<file path="src/rtl/avtjc_pkg.sv">
// Shared types, codes and the gap-select function of the A/V timestamp jitter corrector.
package avtjc_pkg;

  // Packet kinds on in_mode; any other code is handled like a header.
  localparam logic [1:0] MODE_VIDEO = 2'd0;
  localparam logic [1:0] MODE_AUDIO = 2'd1;
  localparam logic [1:0] MODE_OTHER = 2'd2;

  // Configuration register indexes.
  localparam logic [1:0] REG_MAX_VIDEO_GAP      = 2'd0;
  localparam logic [1:0] REG_DEFAULT_VIDEO_STEP = 2'd1;
  localparam logic [1:0] REG_MAX_AUDIO_GAP      = 2'd2;
  localparam logic [1:0] REG_DEFAULT_AUDIO_STEP = 2'd3;

  localparam int unsigned RAW_W  = 32;
  localparam int unsigned CFG_W  = 16;
  localparam int unsigned TIME_W = 64;
  localparam int unsigned DIFF_W = RAW_W + 1;

  // Register reset values.
  localparam logic [CFG_W-1:0] RST_MAX_VIDEO_GAP      = 16'd100;
  localparam logic [CFG_W-1:0] RST_DEFAULT_VIDEO_STEP = 16'd40;
  localparam logic [CFG_W-1:0] RST_MAX_AUDIO_GAP      = 16'd100;
  localparam logic [CFG_W-1:0] RST_DEFAULT_AUDIO_STEP = 16'd20;

  typedef logic [RAW_W-1:0]  raw_t;
  typedef logic [CFG_W-1:0]  cfg_t;
  typedef logic [TIME_W-1:0] time_t;
  typedef logic [DIFF_W-1:0] diff_t;   // two's complement raw difference
  typedef logic [1:0]        run_cnt_t;

  // Magnitude of a signed raw difference.
  function automatic diff_t diff_mag(input diff_t d);
    diff_mag = d[DIFF_W-1] ? (~d + diff_t'(1)) : d;
  endfunction

  // Gap as a 64-bit two's complement step: the raw difference when
  // -maxg < d < maxg, else the default step.
  function automatic time_t pick_gap(input diff_t d, input cfg_t maxg, input cfg_t dflt);
    diff_t mag;
    mag = diff_mag(d);
    if (mag >= diff_t'(maxg)) begin
      pick_gap = time_t'(dflt);
    end else begin
      pick_gap = {{(TIME_W-DIFF_W){d[DIFF_W-1]}}, d};
    end
  endfunction

endpackage

</file>
<file path="src/rtl/av_timestamp_jitter_corrector_core.sv">
// A/V timestamp jitter corrector: top level with input stage, correction logic and result stage.
//
// One media packet (kind + raw 32-bit ms timestamp) per transfer in, one corrected
// timestamp per transfer out, in order. The block takes a transfer every cycle unless
// in_stall is high, which happens while the input register holds a packet and the
// result register is held by out_stall. Each packet goes through the input register
// and then the result register; out_valid rises once the result register holds it.
// The cycle is set by one 64-bit add of the corrected time plus its clamp, fed by
// parallel 33-bit raw differences and gap compares. Configuration writes take effect
// on the next cycle and are meant to be issued while the block is empty.
module av_timestamp_jitter_corrector_core (
  input  logic                  clk,
  input  logic                  rst_n,
  // input channel
  input  logic                  in_valid,
  output logic                  in_stall,
  input  logic [1:0]            in_mode,
  input  avtjc_pkg::raw_t       in_raw_time,
  // result channel
  output logic                  out_valid,
  input  logic                  out_stall,
  output avtjc_pkg::raw_t       out_fixed_time,
  // configuration write port
  input  logic                  cfg_we,
  input  logic [1:0]            cfg_index,
  input  avtjc_pkg::cfg_t       cfg_wdata
);
  import avtjc_pkg::*;

  // ---------------------------------------------------------------------------
  // Configuration registers
  // ---------------------------------------------------------------------------
  cfg_t max_video_gap_r, default_video_step_r, max_audio_gap_r, default_audio_step_r;

  always_ff @(posedge clk) begin
    if (!rst_n) begin
      max_video_gap_r      <= RST_MAX_VIDEO_GAP;
      default_video_step_r <= RST_DEFAULT_VIDEO_STEP;
      max_audio_gap_r      <= RST_MAX_AUDIO_GAP;
      default_audio_step_r <= RST_DEFAULT_AUDIO_STEP;
    end else if (cfg_we) begin
      unique case (cfg_index)
        REG_MAX_VIDEO_GAP:      max_video_gap_r      <= cfg_wdata;
        REG_DEFAULT_VIDEO_STEP: default_video_step_r <= cfg_wdata;
        REG_MAX_AUDIO_GAP:      max_audio_gap_r      <= cfg_wdata;
        REG_DEFAULT_AUDIO_STEP: default_audio_step_r <= cfg_wdata;
        default: ;
      endcase
    end
  end

  // ---------------------------------------------------------------------------
  // Handshake: input register -> result register
  // ---------------------------------------------------------------------------
  logic       q_valid_r, q_valid_nxt;
  logic [1:0] q_mode_r;
  raw_t       q_raw_r;
  logic       out_valid_r, out_valid_nxt;
  raw_t       out_time_r;
  logic       adv;      // result register free to load this cycle
  logic       in_acc;   // input transfer
  logic       fire;     // item in input register is processed

  assign adv      = !out_valid_r || !out_stall;
  assign in_stall = q_valid_r && !adv;
  assign in_acc   = in_valid && !in_stall;
  assign fire     = q_valid_r && adv;

  assign q_valid_nxt   = in_acc ? 1'b1 : (adv ? 1'b0 : q_valid_r);
  assign out_valid_nxt = adv ? q_valid_r : out_valid_r;

  always_ff @(posedge clk) begin
    if (!rst_n) begin
      q_valid_r   <= 1'b0;
      out_valid_r <= 1'b0;
    end else begin
      q_valid_r   <= q_valid_nxt;
      out_valid_r <= out_valid_nxt;
    end
  end

  always_ff @(posedge clk) begin
    if (in_acc) begin
      q_mode_r <= in_mode;
      q_raw_r  <= in_raw_time;
    end
  end

  // ---------------------------------------------------------------------------
  // Stream state
  // ---------------------------------------------------------------------------
  logic     video_seen_r, audio_seen_r;
  raw_t     last_video_raw_r, last_audio_raw_r;
  time_t    video_out_time_r, audio_out_time_r;
  run_cnt_t audio_run_count_r;

  // ---------------------------------------------------------------------------
  // Correction logic
  // ---------------------------------------------------------------------------
  logic  is_video, is_audio;
  diff_t dv, da;            // raw - last video raw, raw - last audio raw
  time_t gap_vv;            // video-limited gap against last video raw
  time_t gap_va;            // video-limited gap against last audio raw
  time_t gap_aa;            // audio-limited gap against last audio raw
  time_t gap_zero;          // video-limited gap of a zero difference
  logic  rebase;            // first video jumps onto the audio timeline
  logic  audio_first;       // first audio packet since the last video
  time_t base, gap, sum, corr;
  raw_t  res_time;

  assign is_video = (q_mode_r == MODE_VIDEO);
  assign is_audio = (q_mode_r == MODE_AUDIO);

  assign dv = {1'b0, q_raw_r} - {1'b0, last_video_raw_r};
  assign da = {1'b0, q_raw_r} - {1'b0, last_audio_raw_r};

  assign gap_vv   = pick_gap(dv, max_video_gap_r, default_video_step_r);
  assign gap_va   = pick_gap(da, max_video_gap_r, default_video_step_r);
  assign gap_aa   = pick_gap(da, max_audio_gap_r, default_audio_step_r);
  assign gap_zero = pick_gap('0, max_video_gap_r, default_video_step_r);

  // |last_audio_raw - raw| equals |da|
  assign rebase      = audio_seen_r && (diff_mag(da) >= diff_t'(max_video_gap_r));
  assign audio_first = (audio_run_count_r == 2'd0);

  // One shared adder; each packet kind picks its base and step.
  always_comb begin
    base = time_t'(q_raw_r);
    gap  = '0;
    if (is_video) begin
      if (video_seen_r) begin
        base = video_out_time_r;
        gap  = gap_vv;
      end else if (rebase) begin
        base = audio_out_time_r;
        gap  = gap_va;
      end else begin
        gap  = gap_zero;
      end
    end else if (is_audio) begin
      if (audio_first) begin
        // tie to the video timeline when there is one
        if (video_seen_r) begin
          base = video_out_time_r;
          gap  = gap_vv;
        end
      end else if (audio_seen_r) begin
        base = audio_out_time_r;
        gap  = gap_aa;
      end
    end
  end

  assign sum  = base + gap;
  assign corr = sum[TIME_W-1] ? '0 : sum;     // negative clamps to zero
  assign res_time = (is_video || is_audio) ? corr[RAW_W-1:0] : '0;

  // ---------------------------------------------------------------------------
  // State update and result register
  // ---------------------------------------------------------------------------
  always_ff @(posedge clk) begin
    if (!rst_n) begin
      video_seen_r      <= 1'b0;
      audio_seen_r      <= 1'b0;
      last_video_raw_r  <= '0;
      last_audio_raw_r  <= '0;
      video_out_time_r  <= '0;
      audio_out_time_r  <= '0;
      audio_run_count_r <= '0;
    end else if (fire) begin
      if (is_video) begin
        video_seen_r      <= 1'b1;
        last_video_raw_r  <= q_raw_r;
        video_out_time_r  <= corr;
        audio_run_count_r <= '0;
      end else if (is_audio) begin
        audio_seen_r     <= 1'b1;
        last_audio_raw_r <= q_raw_r;
        audio_out_time_r <= corr;
        if (audio_run_count_r != 2'd2) begin
          audio_run_count_r <= audio_run_count_r + 2'd1;
        end
      end
    end
  end

  always_ff @(posedge clk) begin
    if (fire) begin
      out_time_r <= res_time;
    end
  end

  assign out_valid      = out_valid_r;
  assign out_fixed_time = out_time_r;

  // ---------------------------------------------------------------------------
  // Assertions
  // ---------------------------------------------------------------------------
  a_stall_needs_item: assert property (@(posedge clk) disable iff (!rst_n)
    in_stall |-> (q_valid_r && out_valid_r))
    else $error("input stalled with nothing held");

  a_header_zero: assert property (@(posedge clk) disable iff (!rst_n)
    (fire && !is_video && !is_audio) |=> (out_fixed_time == '0))
    else $error("header result not zero");

  a_video_seen_sticky: assert property (@(posedge clk) disable iff (!rst_n)
    !$fell(video_seen_r))
    else $error("video_seen cleared");

  a_video_clears_run: assert property (@(posedge clk) disable iff (!rst_n)
    (fire && is_video) |=> (audio_run_count_r == 2'd0))
    else $error("audio run count not cleared by video");

  a_audio_marks_seen: assert property (@(posedge clk) disable iff (!rst_n)
    (fire && is_audio) |=> (audio_seen_r && audio_run_count_r != 2'd0))
    else $error("audio packet did not update audio state");

endmodule

</file>
<file path="config.mk">
export PLATFORM = sky130hd
export DESIGN_NAME = av_timestamp_jitter_corrector_core
export DESIGN_NICKNAME = d
export VERILOG_FILES = /design/src/rtl/avtjc_pkg.sv /design/src/rtl/av_timestamp_jitter_corrector_core.sv
export SDC_FILE = /design/constraint.sdc
export NUM_CORES = 1
export LEC_CHECK = 0
export BUFFER_PORTS_ARGS = -buffer_cell sky130_fd_sc_hd__buf_2
export CAP_MARGIN = 20
export CORE_MARGIN = 1.5
export CORE_UTILIZATION = 45
export CTS_CLUSTER_SIZE = 24
export DETAILED_ROUTE_END_ITERATION = 12
export HOLD_SLACK_MARGIN = 0.06
export PLACE_DENSITY = 0.59
export SYNTH_ARGS = -nofsm -noshare
export SYNTH_HDL_FRONTEND = slang
export SYNTH_SLANG_ARGS = --single-unit
</file>
<file path="constraint.sdc">
create_clock -name clk -period 14.03 [get_ports clk]
set_input_delay 1.403 -clock clk [delete_from_list [all_inputs] [get_ports clk]]
set_output_delay 1.403 -clock clk [all_outputs]
set_load 0.01 [all_outputs]
</file>
# Word-level counts from Yosys, hierarchy flattened
# Cells that the tools add are included.
# classes
eq_ne,5
reduce_logical,23
addsub,6
magnitude_cmp,4
bitwise,3
mux,26
# op_table
op,n
$mux W64,17
$ge A33 B16 Y1,3
$add A33 B1 Y33 const B,2
$mux W33,2
$not A33 Y33,2
$sub A32 B32 Y33,2
$add A64 B64 Y64,1
$mux W63,1
$ge A1 B16 Y1 const A,1
$mux W16,1
$reduce_and A2 Y1,5
$logic_not A2 Y1,3
$mux W2,3
$reduce_and A3 Y1,2
$reduce_bool A2 Y1,3
$eq A2 B1 Y1 const B,2
$eq A2 B2 Y1 const B,2
$logic_and A1 B1 Y1,4
$logic_not A1 Y1,4
$add A2 B1 Y2 const B,1
$logic_or A1 B1 Y1,2
$mux W1,2
$ne A2 B2 Y1 const B,1
$not A1 Y1,1
# word_totals
output_inout_bits,34
elab_cells,83
input_bits,57
register_bits,328

# Logic depth before layout (Yosys ltp)
# Gate-level depths: netlist (run 1).
# logic_depth
word_depth,12
depth_mapped,50
mapped_depth_nobuf,43

# Worst setup path before layout (run 1)
# Ideal clock, no wire load.
# synth_timing
kind,reg2reg
startpoint,register q_raw_r[13]
endpoint,register video_out_time_r[45]
arrival_ns,9.733
setup_slack_ns,4.218
path_stages_with_launch,45
synth_period_minus_slack_ns,9.812
t_required_ns,13.951
n_path_buf,6
setup_time_ns,0.079
path_cell_list,edfxtp_1 -> ha_1 -> buf_2 -> a21oi_1 -> o21ai_1 -> a211oi_1 -> a211oi_1 -> a211oi_2 -> o31ai_1 -> clkbuf_1 -> clkbuf_1 -> nor2_1 -> a21oi_1 -> ha_1 -> nor2b_1 -> o21a_1 -> o21a_1 -> o211ai_1 -> [9 not listed] -> inv_1 -> ha_1 -> clkbuf_1 -> a21o_1 -> a21o_1 -> a21oi_1 -> nand2b_1 -> o211ai_1 -> a211oi_1 -> o21ai_0 -> a21o_1 -> nand2_1 -> nand4_1 -> and3_1 -> clkbuf_1 -> or2_2 -> or4_1 -> o211ai_1
# synth_between
elab_chain_cells,12
elab_cells_between_ends,31
classes_between,add/sub: 5; order compare: 3; mux: 20; bitwise: 2; reduce/logical: 1
# synth_rtl
item,line_no,rtl
"start, declared",av_timestamp_jitter_corrector_core.sv:57,raw_t q_raw_r;
"start signal, assigned",av_timestamp_jitter_corrector_core.sv:85,q_raw_r <= in_raw_time;
"$sub A32 B32 Y33, on equally long branches","av_timestamp_jitter_corrector_core.sv:115, av_timestamp_jitter_corrector_core.sv:114",
$not A33 Y33,avtjc_pkg.sv:34,diff_mag = d[DIFF_W-1] ? (~d + diff_t'(1)) : d;
$add A33 B1 Y33,avtjc_pkg.sv:34,
$mux W33,avtjc_pkg.sv:34,
$ge A33 B16 Y1,avtjc_pkg.sv:42,if (mag >= diff_t'(maxg)) begin
$mux W64,avtjc_pkg.sv:42,
"$mux W64, on equally long branches","av_timestamp_jitter_corrector_core.sv:147, av_timestamp_jitter_corrector_core.sv:143",
$mux W64,av_timestamp_jitter_corrector_core.sv:141,if (audio_first) begin
$mux W64,av_timestamp_jitter_corrector_core.sv:140,end else if (is_audio) begin
$mux W64,av_timestamp_jitter_corrector_core.sv:130,if (is_video) begin
$add A64 B64 Y64 (*),av_timestamp_jitter_corrector_core.sv:154,assign sum = base + gap;
$mux W63 (*),av_timestamp_jitter_corrector_core.sv:155,assign corr = sum[TIME_W-1] ? '0 : sum;
"end signal, assigned",av_timestamp_jitter_corrector_core.sv:174,video_out_time_r <= corr;
"end, declared",av_timestamp_jitter_corrector_core.sv:94,"time_t video_out_time_r, audio_out_time_r;"
# Mark *: on every way between the ends. The rest lies on a longest branch, timed or not.
# A chain may end at the register's enable or synchronous reset.

# Worst setup path after layout (run 1)
# layout_timing
startpoint,register q_raw_r[1]
endpoint,register out_time_r[23] (netlist: out_fixed_time[23]) (data pin)
# layout_between
elab_chain_cells,12
elab_cells_between_ends,31
classes_between,add/sub: 5; order compare: 3; mux: 20; bitwise: 2; reduce/logical: 1
# layout_rtl
item,line_no,rtl
"$sub A32 B32 Y33, on equally long branches","av_timestamp_jitter_corrector_core.sv:115, av_timestamp_jitter_corrector_core.sv:114",
$not A33 Y33,avtjc_pkg.sv:34,
$add A33 B1 Y33,avtjc_pkg.sv:34,
$mux W33,avtjc_pkg.sv:34,
$ge A33 B16 Y1,avtjc_pkg.sv:42,
$mux W64,avtjc_pkg.sv:42,
"$mux W64, on equally long branches","av_timestamp_jitter_corrector_core.sv:147, av_timestamp_jitter_corrector_core.sv:143",
$mux W64,av_timestamp_jitter_corrector_core.sv:141,
$mux W64,av_timestamp_jitter_corrector_core.sv:140,
$mux W64,av_timestamp_jitter_corrector_core.sv:130,
$add A64 B64 Y64 (*),av_timestamp_jitter_corrector_core.sv:154,
$mux W63 (*),av_timestamp_jitter_corrector_core.sv:155,
"end signal, assigned",av_timestamp_jitter_corrector_core.sv:189,out_time_r <= res_time;
"end, declared",av_timestamp_jitter_corrector_core.sv:59,raw_t out_time_r;
# Marked as above.

==> impl_results.md, run 1 <==
- Hold Crit Endpoint: max_audio_gap_r[11]$_SDFFE_PN0P_
- Number of failing hold endpoints at the final stage: 0
- Cell mode on critical path: o21a_1
- Final #Nets: 3806
- Synth async-reset ratio: 0%
- Synth Instances: 3647
- RSZ-0062 raised after global routing: no
- Wire per inst: 24.0 microns
- CTS tree: built
- Reg2Reg Depth: 39
- Routed vias/inst: 6.48
- Startpoint Class: register
- Register share of total power: 35.4%
- Bufs on Longest Clock Path: 3
- Number of buffers added on ports: 90
- Routability cong.: 0.988
- Gr usage total: 32.5%
- Post-route ant nets: 0
- Layout area overhead: 8.37%
- CTS resizes: 0
- DRT Wirelength: 105000 microns
- Post-CTS Setup Inserts: 0
- WP data arrival: 12.51 ns
- Post-CTS Hold Fix Bufs: 0
- Vias in the first global route: 27109
- Final Power: 2.87 mW
- Starting Density: 45.6%
- Endpoints failing setup: 0
- Crit path max-delay cell type: xnor2_4
- Die Width: 251 microns
- Vias after detailed routing: 28396
- Status: complete, no violations
- Pre-Repair DR Iteration Count: 6
- DRT iter0 DRCs: 2399
- Detailed Place HPWL: 77100 microns
- Switching Fraction: 32.6%
- Core box area: 60500 sq um
- Setup CP Type: register to register
- Seq/Total Area, Yosys: 26.1%
- Die area: 62800 sq um
- Post-synth EDFFs: 66
- Layout cells sized above 1: 8.25%
- Global-route wire length before repair: 159000 microns
- Worst Min Path Start: max_audio_gap_r[11]$_SDFFE_PN0P_
- Leakage: 11.1 nW
- P_sw: 0.935 mW
- Clk slew on worst S/H paths: 0.06 ns
- Crit end category: register
- Synth warn: 0
- DRC viols: 0
- Combinational Power Share: 22.8%
- Power Density: 95.9 nW/um^2
- Setup tns final: 0 ns
- Mapped cell area: 27600 sq um
- Cell row count: 90
- R2R setup slack: 1.83 ns
- Max_cap viols: 0
- Clock network power share: 41.8%
- Place WS: 1.97 ns
- Clock Latency Late Sink: 0.60 ns
- Most common cell after layout, fill and taps aside: nand2_1
- Final Slew Violations: 0
- R2r endpoint: out_fixed_time[23]$_SDFFCE_PP0P_
- Total CTS buffers: 42
- Synth cell types: 103
- Fin Clk Skew: 0.0300 ns
- Chip height: 251 microns
- Count of state elements after synthesis: 326
- Top_reg_cell synth: dfxtp_1
- Cell area after layout: 29900 sq um
- Hold depth: 2
- Crit path time final: 12.20 ns
- I/O Pins: 91
- Crit path largest cell delay: 0.89 ns
- Clock root cell: clkbuf_16
- Fillers: 5931
- Most frequent cells in the layout: nand2_1 (421), nand3_1 (290), dfxtp_1 (260), nor2_1 (243), inv_1 (184)
- Max IR drop VDD: 0.0928 mV
- Grt ovf: 0
- FMAX: 81.9 MHz
- Initial antenna violation count: 2
- Placement Cell Area: 28300 sq um
- Required time of the critical path: 14.33 ns
- Reg2reg start: q_raw_r[1]$_DFFE_PP_
- Worst rel slew slack: 23.0%
- Slew of the pin with the lowest slew margin: 1.16 ns
- Hold/Removal Path Class: register to register
- P_int: 1.93 mW
- Largest net degree at the start of global routing: 105
- H-Tree Depth: 2
- CP Max Fanout: 66
- Fin crit share: 87.0%
- Synthesized area per cell: 7.56 sq um
- Clock sinks: 326
- Net Count, Synth: 3886
- Setup ws final: 1.83 ns
## synth_stat cells (all sizes together), types with 9 or more instances
master	number	share of area, %
or4	63	1.7
o311ai	34	1.1
o2111ai	14	0.44
ha	179	8.1
a221oi	22	0.74
nand2b	26	0.59
a31oi	26	0.61
xor2	49	1.6
clkbuf	205	2.8
mux2i	27	0.98
xnor2	71	2.3
a22o	31	0.98
a211oi	54	1.6
a2111oi	14	0.63
o211ai	93	2.5
edfxtp	66	7.2
a21o	92	2.5
or3	91	2.1
or2	25	0.57
nand2	424	5.8
nor2	247	3.4
a221o	15	0.54
inv	185	2.5
dfxtp	260	19
mux2	14	0.57
a21oi	158	2.9
a22oi	9	0.24
o31ai	12	0.33
nand3	292	5.3
nand4b	9	0.29
o21ai	138	2.5
o22ai	17	0.39
nand4	50	1.1
nor3	154	2.9
o21bai	21	0.57
o21a	45	1.2
buf	45	0.96
and2	18	0.42
and3	46	1.1
nor2b	24	0.54
a21boi	128	3.5
nor3b	16	0.44
nor4	29	0.86
## worst max-delay path, delay by kind of cell, from the launching register on
family | cells | cell delay [ns]
buffers and inverters | 1 | 0.22
AND/OR/NAND/NOR | 12 | 3.21
XOR/XNOR | 1 | 0.89
multiplexers | 1 | 0.41
AO/OA/AOI/OAI | 21 | 5.66
adder cells (fa/ha/maj) | 3 | 1.04
flip-flops | 1 | 0.43
## cell type report
type | instances | area (sq um) | share of cell area (%)
Sequential cell | 326 | 7190 | 24.0
Tap cell | 782 | 978 | 3.27
Clock buffer | 52 | 1200 | 4.03
Inverter | 185 | 694 | 2.32
Multi-Input combinational cell | 2886 | 18800 | 62.8
Clock inverter | 26 | 329 | 1.10
Timing Repair Buffer | 126 | 728 | 2.44
Antenna cell | 1 | 2.50 | 0.00837
## per-layer routing
layer / GRT usage, % / vias up / routed length (microns)
met3: 4.00 / 242 / 6990
met1: 39.9 / 13773 / 42200
met4: 13.4 / 0 / 4230
met5: 0 / - / 0
met2: 57.2 / 1055 / 51800
li1: - / 13326 / -
## per-stage QoR
stage | util (%) | hold slack (ns) | instances
global route | 49.4 | 0.485 | 4383
finish | 49.4 | 0.467 | 4384
floorplan | - | 0.434 | 3647
detailed placement | 46.9 | 0.457 | 4304
CTS | 49.4 | 0.469 | 4382
global placement | 46.9 | 0.451 | 4302
## registers in the layout, summed over array words and instances (netlist names), 2 cells and up
name,cells
max_video_gap_r,16
max_audio_gap_r,16
last_video_raw_r,32
video_out_time_r,63
q_mode_r,2
default_video_step_r,16
last_audio_raw_r,32
q_raw_r,32
audio_out_time_r,63
audio_run_count_r,2
out_fixed_time,32
default_audio_step_r,16
## worst max path at each step
stage | from | to | slack, ns
finish | q_raw_r[1]$_DFFE_PP_ | out_fixed_time[23]$_SDFFCE_PP0P_ | 1.83
global route | q_raw_r[1]$_DFFE_PP_ | out_fixed_time[14]$_SDFFCE_PP0P_ | 0.97
CTS | q_raw_r[1]$_DFFE_PP_ | out_fixed_time[17]$_SDFFCE_PP0P_ | 1.94
detailed placement | q_raw_r[1]$_DFFE_PP_ | out_fixed_time[23]$_SDFFCE_PP0P_ | 1.97
global placement | q_raw_r[1]$_DFFE_PP_ | out_fixed_time[20]$_SDFFCE_PP0P_ | 2.23
floorplan | q_raw_r[13]$_DFFE_PP_ | video_out_time_r[45]$_SDFFE_PN0P_ | 4.22
## power groups by stage
stage               registers, mW  clock network (mW)  logic [mW]
floorplan                    1.02                   0       0.438
global placement             1.03                   0       0.632
detailed placement           1.03                   0       0.639
CTS                          1.01                1.22       0.643
global route                 1.02                1.25       0.709
finish                       1.01                1.20       0.655
## cells by family after synthesis
kind of cell	synth area share (%)
AND/OR/NAND/NOR	27.8
AO/OA/AOI/OAI	26.1
buffers and inverters	6.27
flip-flops	26.1
adder cells (fa/ha/maj)	8.34
XOR/XNOR	3.88
multiplexers	1.55
Note: power is estimated with default switching activity, not from simulation.
==> inputs of run 2 (changes only) <==
--- a/config.mk
+++ b/config.mk
@@ -5,6 +5,7 @@
 export SDC_FILE = /design/constraint.sdc
 export NUM_CORES = 1
 export LEC_CHECK = 0
+export ABC_CLOCK_PERIOD_IN_PS = 12050
 export BUFFER_PORTS_ARGS = -buffer_cell sky130_fd_sc_hd__buf_2
 export CAP_MARGIN = 20
 export CORE_MARGIN = 1.5
==> constraint.sdc (replaced) <==
create_clock -name clk -period 12.05 [get_ports clk]
set_input_delay 1.205 -clock clk [delete_from_list [all_inputs] [get_ports clk]]
set_output_delay 1.205 -clock clk [all_outputs]
set_load 0.01 [all_outputs]
==> impl_results.md, run 2 (same netlist as run 1, synthesis figures left out) <==
- Post-route ant nets: 0
- Final core area utilization: 49.7%
- Detailed Place HPWL: 79000 microns
- CTS resizes: 0
- Cell mode on critical path: a21o_1
- Max_cap viols: 0
- Placement Cell Area: 28500 sq um
- Crit path max-delay cell type: a211oi_1
- Gr usage total: 33.1%
- FMAX: 89.1 MHz
- Setup tns final: 0 ns
- Die area: 62800 sq um
- Vias after detailed routing: 28481
- Required time of the critical path: 12.38 ns
- I/O Pins: 91
- Layout area overhead: 8.97%
- Final Slew Violations: 0
- Startpoint Class: register
- Core box area: 60500 sq um
- RSZ-0062 raised after global routing: no
- Die Width: 251 microns
- Clk slew on worst S/H paths: 0.06 ns
- Max IR drop VDD: 0.0892 mV
- Setup CP Type: register to register
- DRT Wirelength: 107000 microns
- Worst rel slew slack: 24.3%
- Post-CTS Hold Fix Bufs: 0
- Setup ws final: 0.831 ns
- Most common cell after layout, fill and taps aside: nand2_1
- Vias in the first global route: 27386
- Chip height: 251 microns
- Crit path from: q_raw_r[0]$_DFFE_PP_
- Pre-Repair DR Iteration Count: 6
- Slew of the pin with the lowest slew margin: 1.12 ns
- Bufs on Longest Clock Path: 3
- Status: complete, no violations
- CTS tree: built
- CP Max Fanout: 33
- Starting Density: 45.6%
- Wire per inst: 24.3 microns
- Clock root cell: clkbuf_16
- DRT iter0 DRCs: 2545
- H-Tree Depth: 2
- Crit path largest cell delay: 0.68 ns
- Cell area after layout: 30100 sq um
- WP data arrival: 11.55 ns
- Reg2reg start: q_raw_r[0]$_DFFE_PP_
- Clock Latency Late Sink: 0.61 ns
- Total CTS buffers: 42
- Fin Clk Skew: 0.0364 ns
- Endpoints failing setup: 0
- Crit path time final: 11.22 ns
- Fin crit share: 93.1%
- Worst Min Path Start: last_video_raw_r[27]$_SDFFE_PN0P_
- Final #Nets: 3828
- Number of failing hold endpoints at the final stage: 0
- Largest net degree at the start of global routing: 100
- DRC viols: 0
- Largest regs: audio_out_time_r (63), video_out_time_r (63)
- Routability cong.: 0.964
- Fillers: 5942
- Initial antenna violation count: 1
- Clock sinks: 326
- Crit end category: register
- Most frequent cells in the layout: nand2_1 (421), nand3_1 (290), dfxtp_1 (260), nor2_1 (243), inv_1 (184)
- Grt ovf: 0
- Routed vias/inst: 6.47
- Number of buffers added on ports: 90
- Layout cells sized above 1: 8.67%
- Global-route wire length before repair: 163000 microns
- Hold/Removal Path Class: register to register
- Power Density: 111 nW/um^2
- Place WS: 0.879 ns
- Leakage: 11.2 nW
- Cell row count: 90
run 2: changes by cell type in the layout (fill, tap and decap cells not counted), sizes merged:
cell	change
clkinvlp	-2
clkbuf	-4
buf	+22
inv	+5
run 2: worst max-delay path, delay by kind of cell (launching register included):
family	cells	cell delay, ns
flops	1	0.37
fa+ha+maj	4	1.26
compound gates	15	4.54
xor+xnor	2	0.91
buf+inv	4	0.98
simple gates	12	2.84
run 2: final cells by class:
cell class | count | area [sq um] | share of cell area, %
clock buffer | 48 | 1140 | 3.78
multi-input combinational | 2886 | 18800 | 62.4
tap | 782 | 978 | 3.26
timing repair buffer | 148 | 933 | 3.11
inverter | 185 | 694 | 2.31
antenna | 1 | 2.50 | 0.00833
clock inverter | 29 | 362 | 1.20
sequential | 326 | 7190 | 23.9
run 2: path summary, 6_finish.rpt:
kind	depth (start not counted)	slack, ns	end
min	2	0.46	last_video_raw_r[27]$_SDFFE_PN0P_
min reg2reg	2	0.46	last_video_raw_r[27]$_SDFFE_PN0P_
max reg2reg	37	0.83	out_fixed_time[12]$_SDFFCE_PP0P_
max	37	0.83	out_fixed_time[12]$_SDFFCE_PP0P_
run 2: what timing repair did:
action / CTS / global route
hold endpoints to repair: 0 / 0
endpoints found under the setup margin: 0 / 2
setup buffers: 0 / 5
run 2: layer usage:
metal | vias to the layer above | share of wire (%) | track usage, %
met5 | - | 0 | 0
met4 | 0 | 4.6 | 14.7
met3 | 235 | 6.0 | 4.52
met2 | 1048 | 49 | 57.7
met1 | 13834 | 41 | 40.4
li1 | 13364 | - | -
run 2: where the power goes:
part	switching (mW)	internal [mW]
clock network	0.560	0.817
registers	0.0315	1.15
logic	0.508	0.259
run 2: metrics by stage:
step                      hold slack [ns]  std cells  power, mW
final                               0.464       4405       3.32
after global placement              0.454       4319       1.94
after floorplan                     0.434       3647       1.70
after global routing                0.486       4404       3.44
after detailed placement            0.458       4319       1.95
after CTS                           0.466       4396       3.32
